===== src/hw/rtl/assert_macros.svh =====
// Assertion macros used by the top level of the hash table.
`ifndef ASSERT_MACROS_SVH
`define ASSERT_MACROS_SVH

// Checks that a property holds at every clock edge outside reset.
`define ASSERT_PROP(label, clk, rst, prop, msg) \
   label: assert property (@(posedge clk) disable iff (rst) (prop)) else $error(msg);

// Checks that a condition never holds at a clock edge outside reset.
`define ASSERT_NEVER(label, clk, rst, cond, msg) \
   label: assert property (@(posedge clk) disable iff (rst) !(cond)) else $error(msg);

`endif


===== src/hw/rtl/lht_pkg.sv =====
// Package with the shared widths, codes and state type of the hash table.
`default_nettype none

package lht_pkg;

   localparam int KEY_W       = 16;
   localparam int VAL_W       = 16;
   localparam int SLOT_W      = 6;
   localparam int KIND_W      = 2;
   localparam int STATUS_W    = 2;
   localparam int WORD_W      = 1 + KEY_W + VAL_W;
   localparam int REQ_TDATA_W = 40;
   localparam int RSP_TDATA_W = 24;

   // Request kinds.
   localparam logic [KIND_W-1:0] KIND_INSERT    = 2'd0;
   localparam logic [KIND_W-1:0] KIND_LOOKUP    = 2'd1;
   localparam logic [KIND_W-1:0] KIND_READ_SLOT = 2'd2;

   // Response status codes.
   localparam logic [STATUS_W-1:0] STATUS_INSERTED = 2'd0;
   localparam logic [STATUS_W-1:0] STATUS_FULL     = 2'd1;
   localparam logic [STATUS_W-1:0] STATUS_HIT      = 2'd2;
   localparam logic [STATUS_W-1:0] STATUS_MISS     = 2'd3;

   typedef enum logic [2:0] {
      ST_CLEAR,
      ST_IDLE,
      ST_HASH,
      ST_PROBE,
      ST_SLOT
   } state_type;

endpackage

`default_nettype wire


===== src/hw/rtl/lht_ram.sv =====
// Generic simple dual-port RAM with one write port and a registered read port.
`default_nettype none

module lht_ram #(
   parameter int WIDTH = 33,
   parameter int DEPTH = 64
) (
   input  wire logic                     clock,
   input  wire logic                     wr_en,
   input  wire logic [$clog2(DEPTH)-1:0] wr_addr,
   input  wire logic [WIDTH-1:0]         wr_data,
   input  wire logic [$clog2(DEPTH)-1:0] rd_addr,
   output logic      [WIDTH-1:0]         rd_data
);

   logic [WIDTH-1:0] mem [DEPTH];

   always_ff @(posedge clock) begin
      if (wr_en) begin
         mem[wr_addr] <= wr_data;
      end
      rd_data <= mem[rd_addr];
   end

endmodule

`default_nettype wire


===== src/hw/rtl/lht_hash.sv =====
// Two-stage home slot unit: key modulo the table size by reciprocal multiply.
`default_nettype none

module lht_hash #(
   parameter int TABLE_SIZE = 64
) (
   input  wire logic                          clock,
   input  wire logic                          reset,
   input  wire logic                          start,
   input  wire logic [lht_pkg::KEY_W-1:0]     key,
   output logic                               done,
   output logic [$clog2(TABLE_SIZE)-1:0]      home
);

   import lht_pkg::*;

   localparam int IDX_W = $clog2(TABLE_SIZE);
   localparam int R_W   = IDX_W + 1;
   localparam logic [32:0] TWO32 = 33'h1_0000_0000;
   localparam logic [31:0] RECIP = 32'(TWO32 / TABLE_SIZE);

   logic [47:0]      prod;
   logic [31:0]      qt;
   logic [31:0]      diff;
   logic [R_W-1:0]   r_adj;

   logic             v1_ff, v1_in;
   logic             v2_ff, v2_in;
   logic [KEY_W-1:0] key1_ff, key1_in;
   logic [KEY_W-1:0] q1_ff, q1_in;
   logic [R_W-1:0]   r2_ff, r2_in;

   // The quotient estimate is never above the true quotient and at most one
   // below it, so the remainder stays under twice the table size.
   always_comb begin
      prod    = 48'(key) * 48'(RECIP);
      q1_in   = prod[47:32];
      key1_in = key;
      v1_in   = start;
      qt      = 32'(q1_ff) * 32'(TABLE_SIZE);
      diff    = 32'(key1_ff) - qt;
      r2_in   = R_W'(diff);
      v2_in   = v1_ff;
      r_adj   = (r2_ff >= R_W'(TABLE_SIZE)) ? r2_ff - R_W'(TABLE_SIZE) : r2_ff;
   end

   always_ff @(posedge clock) begin
      if (reset) begin
         v1_ff <= 1'b0;
         v2_ff <= 1'b0;
      end else begin
         v1_ff <= v1_in;
         v2_ff <= v2_in;
      end
   end

   always_ff @(posedge clock) begin
      key1_ff <= key1_in;
      q1_ff   <= q1_in;
      r2_ff   <= r2_in;
   end

   assign done = v2_ff;
   assign home = IDX_W'(r_adj);

endmodule

`default_nettype wire


===== src/hw/rtl/linear_probe_hash_table.sv =====
// Top level of the linear probing hash table with its probe sequencer.
// Insert and lookup: the home slot is computed, then 1 to TABLE_SIZE slots are probed;
// the result register loads once it has room, and the next request is taken only after
// that, so requests never overlap. Probing reads one slot per cycle from the table RAM.
// Read-slot requests read their slot directly and load the result register likewise.
// After reset a clearing pass zeroes every slot before requests are taken.
`default_nettype none

`include "assert_macros.svh"

module linear_probe_hash_table #(
   parameter int TABLE_SIZE = 64
) (
   input  wire logic                              clock,
   input  wire logic                              reset,
   // Request channel.
   input  wire logic                              req_tvalid,
   output logic                                   req_tready,
   // [15:0] key, [31:16] value, [37:32] slot, [39:38] zero
   input  wire logic [lht_pkg::REQ_TDATA_W-1:0]   req_tdata,
   // [1:0] kind
   input  wire logic [lht_pkg::KIND_W-1:0]        req_tuser,
   // Response channel.
   output logic                                   rsp_tvalid,
   input  wire logic                              rsp_tready,
   // [5:0] slot_index, [21:6] handler, [23:22] zero
   output logic      [lht_pkg::RSP_TDATA_W-1:0]   rsp_tdata,
   // [1:0] status
   output logic      [lht_pkg::STATUS_W-1:0]      rsp_tuser
);

   import lht_pkg::*;

   localparam int IDX_W = $clog2(TABLE_SIZE);
   localparam logic [IDX_W-1:0] LAST_IDX = IDX_W'(TABLE_SIZE - 1);

   // Unpacked request fields.
   logic [KEY_W-1:0]  req_key;
   logic [VAL_W-1:0]  req_value;
   logic [SLOT_W-1:0] req_slot;
   logic              slot_in_range;

   assign req_key   = req_tdata[15:0];
   assign req_value = req_tdata[31:16];
   assign req_slot  = req_tdata[37:32];
   assign slot_in_range = {7'd0, req_slot} < 13'(TABLE_SIZE);

   // Table RAM: each word holds the valid mark, the key and the handler.
   logic               wr_en;
   logic [IDX_W-1:0]   wr_addr;
   logic [WORD_W-1:0]  wr_data;
   logic [IDX_W-1:0]   rd_addr;
   logic [WORD_W-1:0]  rd_data;
   logic               rd_valid;
   logic [KEY_W-1:0]   rd_key;
   logic [VAL_W-1:0]   rd_value;

   assign rd_valid = rd_data[WORD_W-1];
   assign rd_key   = rd_data[KEY_W+VAL_W-1:VAL_W];
   assign rd_value = rd_data[VAL_W-1:0];

   lht_ram #(
      .WIDTH(WORD_W),
      .DEPTH(TABLE_SIZE)
   ) u_ram (
      .clock  (clock),
      .wr_en  (wr_en),
      .wr_addr(wr_addr),
      .wr_data(wr_data),
      .rd_addr(rd_addr),
      .rd_data(rd_data)
   );

   // Home slot computation.
   logic             hash_start;
   logic             hash_done;
   logic [IDX_W-1:0] hash_home;

   lht_hash #(
      .TABLE_SIZE(TABLE_SIZE)
   ) u_hash (
      .clock(clock),
      .reset(reset),
      .start(hash_start),
      .key  (req_key),
      .done (hash_done),
      .home (hash_home)
   );

   // Sequencer state and held request fields.
   state_type         state_ff, state_in;
   logic [IDX_W-1:0]  cnt_ff, cnt_in;
   logic [IDX_W-1:0]  cur_ff, cur_in;
   logic [KIND_W-1:0] kind_ff, kind_in;
   logic [KEY_W-1:0]  key_ff, key_in;
   logic [VAL_W-1:0]  value_ff, value_in;
   logic              miss_ff, miss_in;

   // Result register.
   logic                rsp_tvalid_ff, rsp_tvalid_in;
   logic [STATUS_W-1:0] rsp_status_ff, rsp_status_in;
   logic [SLOT_W-1:0]   rsp_slot_ff, rsp_slot_in;
   logic [VAL_W-1:0]    rsp_handler_ff, rsp_handler_in;

   logic             out_free;
   logic             emit;
   logic             found;
   logic [IDX_W-1:0] nxt;

   // The result register can take a new result when it is empty or when its
   // current result transfers in this cycle.
   assign out_free = !rsp_tvalid_ff || rsp_tready;
   assign nxt      = (cur_ff == LAST_IDX) ? '0 : cur_ff + 1'b1;

   always_comb begin
      state_in       = state_ff;
      cnt_in         = cnt_ff;
      cur_in         = cur_ff;
      kind_in        = kind_ff;
      key_in         = key_ff;
      value_in       = value_ff;
      miss_in        = miss_ff;
      rsp_tvalid_in  = rsp_tvalid_ff && !rsp_tready;
      rsp_status_in  = rsp_status_ff;
      rsp_slot_in    = rsp_slot_ff;
      rsp_handler_in = rsp_handler_ff;
      req_tready     = 1'b0;
      hash_start     = 1'b0;
      wr_en          = 1'b0;
      wr_addr        = cur_ff;
      wr_data        = {1'b1, key_ff, value_ff};
      rd_addr        = cur_ff;
      emit           = 1'b0;
      found          = 1'b0;

      unique case (state_ff)
         ST_CLEAR: begin
            // Sweep every slot once, writing a cleared valid mark.
            wr_en   = 1'b1;
            wr_addr = cnt_ff;
            wr_data = '0;
            cnt_in  = cnt_ff + 1'b1;
            if (cnt_ff == LAST_IDX) begin
               cnt_in   = '0;
               state_in = ST_IDLE;
            end
         end

         ST_IDLE: begin
            req_tready = 1'b1;
            rd_addr    = IDX_W'(req_slot);
            if (req_tvalid) begin
               kind_in  = req_tuser;
               key_in   = req_key;
               value_in = req_value;
               cur_in   = IDX_W'(req_slot);
               if (req_tuser == KIND_INSERT || req_tuser == KIND_LOOKUP) begin
                  hash_start = 1'b1;
                  state_in   = ST_HASH;
               end else begin
                  // Read-slot requests go straight to the RAM; an unused kind or
                  // a slot beyond the table answers as a miss.
                  miss_in  = !(req_tuser == KIND_READ_SLOT && slot_in_range);
                  state_in = ST_SLOT;
               end
            end
         end

         ST_HASH: begin
            if (hash_done) begin
               rd_addr  = hash_home;
               cur_in   = hash_home;
               cnt_in   = '0;
               state_in = ST_PROBE;
            end
         end

         ST_PROBE: begin
            // The RAM output holds the slot at cur_ff. The next slot is read
            // ahead so that one slot is examined per cycle.
            if (kind_ff == KIND_INSERT) begin
               found = !rd_valid;
            end else begin
               found = rd_valid && (rd_key == key_ff);
            end
            if (found || cnt_ff == LAST_IDX) begin
               // Hold the read address so the RAM output stays put on a stall.
               rd_addr = cur_ff;
               if (out_free) begin
                  emit     = 1'b1;
                  state_in = ST_IDLE;
                  if (found && kind_ff == KIND_INSERT) begin
                     wr_en          = 1'b1;
                     rsp_status_in  = STATUS_INSERTED;
                     rsp_slot_in    = SLOT_W'(cur_ff);
                     rsp_handler_in = '0;
                  end else if (found) begin
                     rsp_status_in  = STATUS_HIT;
                     rsp_slot_in    = SLOT_W'(cur_ff);
                     rsp_handler_in = rd_value;
                  end else begin
                     rsp_status_in  = (kind_ff == KIND_INSERT) ? STATUS_FULL : STATUS_MISS;
                     rsp_slot_in    = '0;
                     rsp_handler_in = '0;
                  end
               end
            end else begin
               rd_addr = nxt;
               cur_in  = nxt;
               cnt_in  = cnt_ff + 1'b1;
            end
         end

         ST_SLOT: begin
            rd_addr = cur_ff;
            if (out_free) begin
               emit     = 1'b1;
               state_in = ST_IDLE;
               if (!miss_ff && rd_valid) begin
                  rsp_status_in  = STATUS_HIT;
                  rsp_slot_in    = SLOT_W'(cur_ff);
                  rsp_handler_in = rd_value;
               end else begin
                  rsp_status_in  = STATUS_MISS;
                  rsp_slot_in    = '0;
                  rsp_handler_in = '0;
               end
            end
         end

         default: begin
            state_in = ST_IDLE;
         end
      endcase

      if (emit) begin
         rsp_tvalid_in = 1'b1;
      end
   end

   always_ff @(posedge clock) begin
      if (reset) begin
         state_ff      <= ST_CLEAR;
         cnt_ff        <= '0;
         rsp_tvalid_ff <= 1'b0;
      end else begin
         state_ff      <= state_in;
         cnt_ff        <= cnt_in;
         rsp_tvalid_ff <= rsp_tvalid_in;
      end
   end

   always_ff @(posedge clock) begin
      cur_ff         <= cur_in;
      kind_ff        <= kind_in;
      key_ff         <= key_in;
      value_ff       <= value_in;
      miss_ff        <= miss_in;
      rsp_status_ff  <= rsp_status_in;
      rsp_slot_ff    <= rsp_slot_in;
      rsp_handler_ff <= rsp_handler_in;
   end

   assign rsp_tvalid = rsp_tvalid_ff;
   assign rsp_tdata  = {2'b00, rsp_handler_ff, rsp_slot_ff};
   assign rsp_tuser  = rsp_status_ff;

   // The table is written only by the clearing pass or by a completing insert.
   `ASSERT_PROP(a_write_source, clock, reset,
      wr_en |-> (state_ff == ST_CLEAR) || (state_ff == ST_PROBE && kind_ff == KIND_INSERT),
      "table write outside clearing pass or insert")

   // A result is produced only when the result register has room for it.
   `ASSERT_PROP(a_emit_room, clock, reset,
      emit |-> out_free && (state_ff == ST_PROBE || state_ff == ST_SLOT),
      "result produced without room in the result register")

   // The hash unit finishes only while the sequencer waits for it.
   `ASSERT_PROP(a_hash_wait, clock, reset,
      hash_done |-> state_ff == ST_HASH,
      "home slot ready outside the hash wait")

   // A completing insert always reports the slot it wrote.
   `ASSERT_PROP(a_insert_report, clock, reset,
      wr_en && state_ff == ST_PROBE |=> rsp_tvalid_ff && rsp_status_ff == STATUS_INSERTED,
      "insert write without an inserted result")

endmodule

`default_nettype wire


===== config.mk =====
export PLATFORM = sky130hd
export DESIGN_NAME = linear_probe_hash_table
export DESIGN_NICKNAME = d
export VERILOG_FILES = /design/src/hw/rtl/lht_pkg.sv /design/src/hw/rtl/lht_ram.sv /design/src/hw/rtl/lht_hash.sv /design/src/hw/rtl/linear_probe_hash_table.sv
export VERILOG_INCLUDE_DIRS = /design/src /design/src/hw/rtl
export SDC_FILE = /design/constraint.sdc
export NUM_CORES = 2
export LEC_CHECK = 0
export BUFFER_PORTS_ARGS = -buffer_cell sky130_fd_sc_hd__buf_2
export CAP_MARGIN = 20
export CORE_MARGIN = 3
export CORE_UTILIZATION = 30
export DETAILED_ROUTE_END_ITERATION = 10
export GPL_TIMING_DRIVEN = 0
export RECOVER_POWER = 50
export SETUP_SLACK_MARGIN = 0.1
export SLEW_MARGIN = 40
export SYNTH_ARGS = -nofsm -noshare
export SYNTH_HDL_FRONTEND = slang
export SYNTH_SLANG_ARGS = --single-unit

===== constraint.sdc =====
create_clock -name clock -period 5.3 [get_ports clock]
set_clock_uncertainty 0.2 [all_clocks]
set_input_delay 0.53 -clock clock [delete_from_list [all_inputs] [get_ports clock]]
set_output_delay 0.53 -clock clock [all_outputs]
set_load 0.005 [all_outputs]

==> results_dict.tcl <==
set metrics [dict create \
    async_flop_share_pct 0 \
    critPathLaunchType "flop" \
    finalSetupViolations 5 \
    stdcell_area_um2 105000 \
    synth_top_cell_by_area "edfxtp_1" \
    min_period_ns 5.35 \
    post-dp-hpwl_um 207000 \
    hold_depth 0 \
    grt_overflow 0 \
    cts_buffers 222 \
    netlist.area_leader.share_pct 74.4 \
    cp_top_family "simple AND/OR/NAND/NOR gates" \
    synth_cell_types 78 \
    crit_type "reg -> reg" \
    drive_above_1_share_pct 12.7 \
    status "finished with violations" \
    timing.setup.tns_ns -0.0909 \
    grt_pass1_vias 53400 \
    grt_pass1_wl_um 396000 \
    dpl_cell_area_um2 98900 \
    rr_endpoint "u_ram.rd_data[31]" \
    dieArea_um2 300000 \
    clock_latency_ns 0.87 \
    grt_start_max_net_pins 46 \
    cp_cell_sequence "xnor2_1 -> nand3_1 -> or4_1 -> o21ai_0 -> buf_2 -> o221ai_2 -> nand2_4 -> buf_4 -> nor3_2 -> clkbuf_1 -> a22oi_1 -> o2111ai_1 -> or4_1" \
    setup_slack_ns -0.0485 \
    ctsHtreeMaxLevel 4 \
    drt-total-wl_um 283000 \
    synth.most_common_cell "edfxtp_1" \
    gp_congestion 0.983 \
    ios 74 \
    floorplan.initialDensity_pct 30.2 \
    grt_usage_pct 18.3 \
    reg2reg_from "key_ff[11]" \
    synthFlopType "edfxtp_1" \
    synthCells 6067 \
    crit_top_cell "or4_1" \
    crit_path_start "key_ff[11]" \
    critPathSlowestCell "or4_1" \
    cts_buffer_depth 3 \
    clock-sinks 2234 \
    path_depth 13 \
    post_drt_via_cell_ratio 5.17 \
    critPathArrivalTime_ns 5.84 \
    synthTopCellsByArea "edfxtp_1, mux2i_1, nand2_1, nand3_1, dfxtp_1" \
    critPathCapture "u_ram.rd_data[31]" \
    die_w_um 547 \
    drv_slew 37 \
    required_ns 5.79 \
    avgSynthCellArea_um2 14.5 \
    fp-row-count 198 \
    wl_per_cell_um 26.4 \
    drc_errors 0 \
    antenna_found_initial 31 \
    drtAntennaViolNets 0 \
    port_buffers 69 \
    synth_edf_count 2177 \
    drtIter0Drc 7180 \
    cp-end-kind "flop" \
    ff2ff_setup_slack_ns -0.05 \
    min_path_type "reg -> reg" \
    fmax_ghz 0.187 \
    violations "max-capacitance violations, max-slew violations, negative setup slack" \
    crit_buf_inv 3 \
    cp_max_fo 10 \
    finalHoldViolCount 0 \
    core_area_um2 291000 \
    yosysSeqAreaShare_pct 75.6 \
    cts_tree "yes" \
    syn_to_final_growth_pct 19.8 \
    die_h_um 547 \
    synth-seq-cells 2234 \
    syn-cell-area_um2 87900 \
    first_pass_iters 6 \
    synthTopCellsByCount "edfxtp_1, nand2_1, nand3_1, mux2i_1, clkbuf_1" \
    cts_root_buffer "clkbuf_16" \
    rsz0062_at_grt "true" \
    fin_crit_sh_pct 101 \
    slowest_delay_ns 0.68 \
    n_fill_cell 27700 \
    vias 55500 \
    path_clk_slew_ns 0.06 \
    reg2regPathDepth 13 \
    ys.warnings.count 0 \
    finalCoreUtilization_pct 36.2 \
    slew_headroom_pct -31.0 \
    worst_pin_slew_ns 1.96 \
    fin_nets 6683 \
    drv_cap 3 \
]
## per-stage QoR
stage | setup slack (ns) | hold WS, ns | cells
2_1_floorplan | 0.711 | 0.110 | 6068
3_3_place_gp | -3.75 | 0.112 | 10000
3_5_place_dp | -0.630 | 0.113 | 10300
4_1_cts | 0.0672 | 0.0517 | 10700
5_1_grt | 0.00939 | 0.123 | 10700
6_report | -0.0485 | 0.126 | 10700
## worst min-delay path by stage
| stage | startpoint | to | slack, ns |
|---|---|---|---|
| after floorplan | u_hash.key1_ff[0] | u_hash.r2_ff[0] | 0.11 |
| after global placement | u_hash.key1_ff[0] | u_hash.r2_ff[0] | 0.11 |
| after detailed placement | u_hash.key1_ff[5] | u_hash.r2_ff[5] | 0.11 |
| after CTS | req_tdata[1] | u_hash.key1_ff[1] | 0.05 |
| after global routing | req_tdata[1] | u_hash.key1_ff[1] | 0.12 |
| final | u_hash.key1_ff[5] | u_hash.r2_ff[5] | 0.13 |
## cell type report
class,instances,area (um2),area share (%)
Antenna cell,13,32.5,0.0309
Buffer,378,1810,1.72
Clock buffer,281,5830,5.53
Clock inverter,129,1280,1.21
Inverter,38,148,0.140
Multi-Input combinational cell,3417,20400,19.3
Sequential cell,2234,66500,63.1
Tap cell,3900,4880,4.63
Timing Repair Buffer,344,4490,4.26
## routing by layer
| metal | global-route usage [%] | share of wire [%] | vias to the layer above |
|---|---|---|---|
| li1 | - | - | 24000 |
| met1 | 24.0 | 40 | 28100 |
| met2 | 28.7 | 46 | 2776 |
| met3 | 4.07 | 9.2 | 543 |
| met4 | 8.48 | 5.3 | 6 |
| met5 | 0 | 0.013 | - |
## what timing repair did
action	in CTS	in global routing
endpoints found under the hold margin	76	0
resized for setup	110	71
setup buffers	6	2
hold buffers	44	0
pin swaps	10	3
setup endpoints to repair	33	33
## sequential cells by signal, summed over array words and instances (netlist names)
signal and count:
cnt_ff 6, u_ram.mem 2112, u_ram.rd_data 33, u_hash.key1_ff 6
state_ff 3, cur_ff 6, miss_ff 1, value_ff 16
kind_ff 2, rsp_handler_ff 16, rsp_tvalid 1, u_hash.v1_ff 1
key_ff 16, rsp_tuser 2, rsp_slot_ff 6, u_hash.done 1
u_hash.r2_ff 6
## cells by family after synthesis
group | Yosys count | share of synthesized area (%)
AO/OA/AOI/OAI | 426 | 3.45
other | 1 | 0.00426
flip-flops | 2234 | 75.6
adder cells (fa/ha/maj) | 2 | 0.0285
AND/OR/NAND/NOR | 2402 | 12.1
buffers and inverters | 417 | 2.05
XOR/XNOR | 19 | 0.189
multiplexers | 566 | 6.49
## worst register-to-register path, delay by kind of cell, from the launching register on
family                    cells  cell delay, ns
xor gates and xnor gates      1            0.24
buffers and inverters         3            0.96
AOI/OAI and AO/OA             4            1.42
and+or+nand+nor               5            1.91
DFF                           1            0.44
## cells in the final DEF, fill, tap and decap left out, types with 18 or more instances in the layout
cell type and instances:
and3_1 27, bufinv_16 21, clkbuf_2 65, nand4_1 79
a21oi_1 23, dlygate4sd3_1 44, edfxtp_1 2177, buf_4 45
or3_1 31, clkbuf_1 272, buf_8 64, clkinv_2 43
o22ai_1 66, a22oi_1 54, nor3_1 18, buf_2 164
nor2_1 70, nand3_1 821, o21ai_1 27, clkbuf_16 224
buf_16 83, inv_1 37, nand2_1 1229, mux2i_1 557
a211oi_1 101, buf_1 19, dfxtp_1 57, a31oi_1 32
clkinv_1 40, nor2b_1 36, nor2_4 29
Power is not shown: default switching activity piles up to over one toggle a cycle in this logic, so the estimate is an artifact.
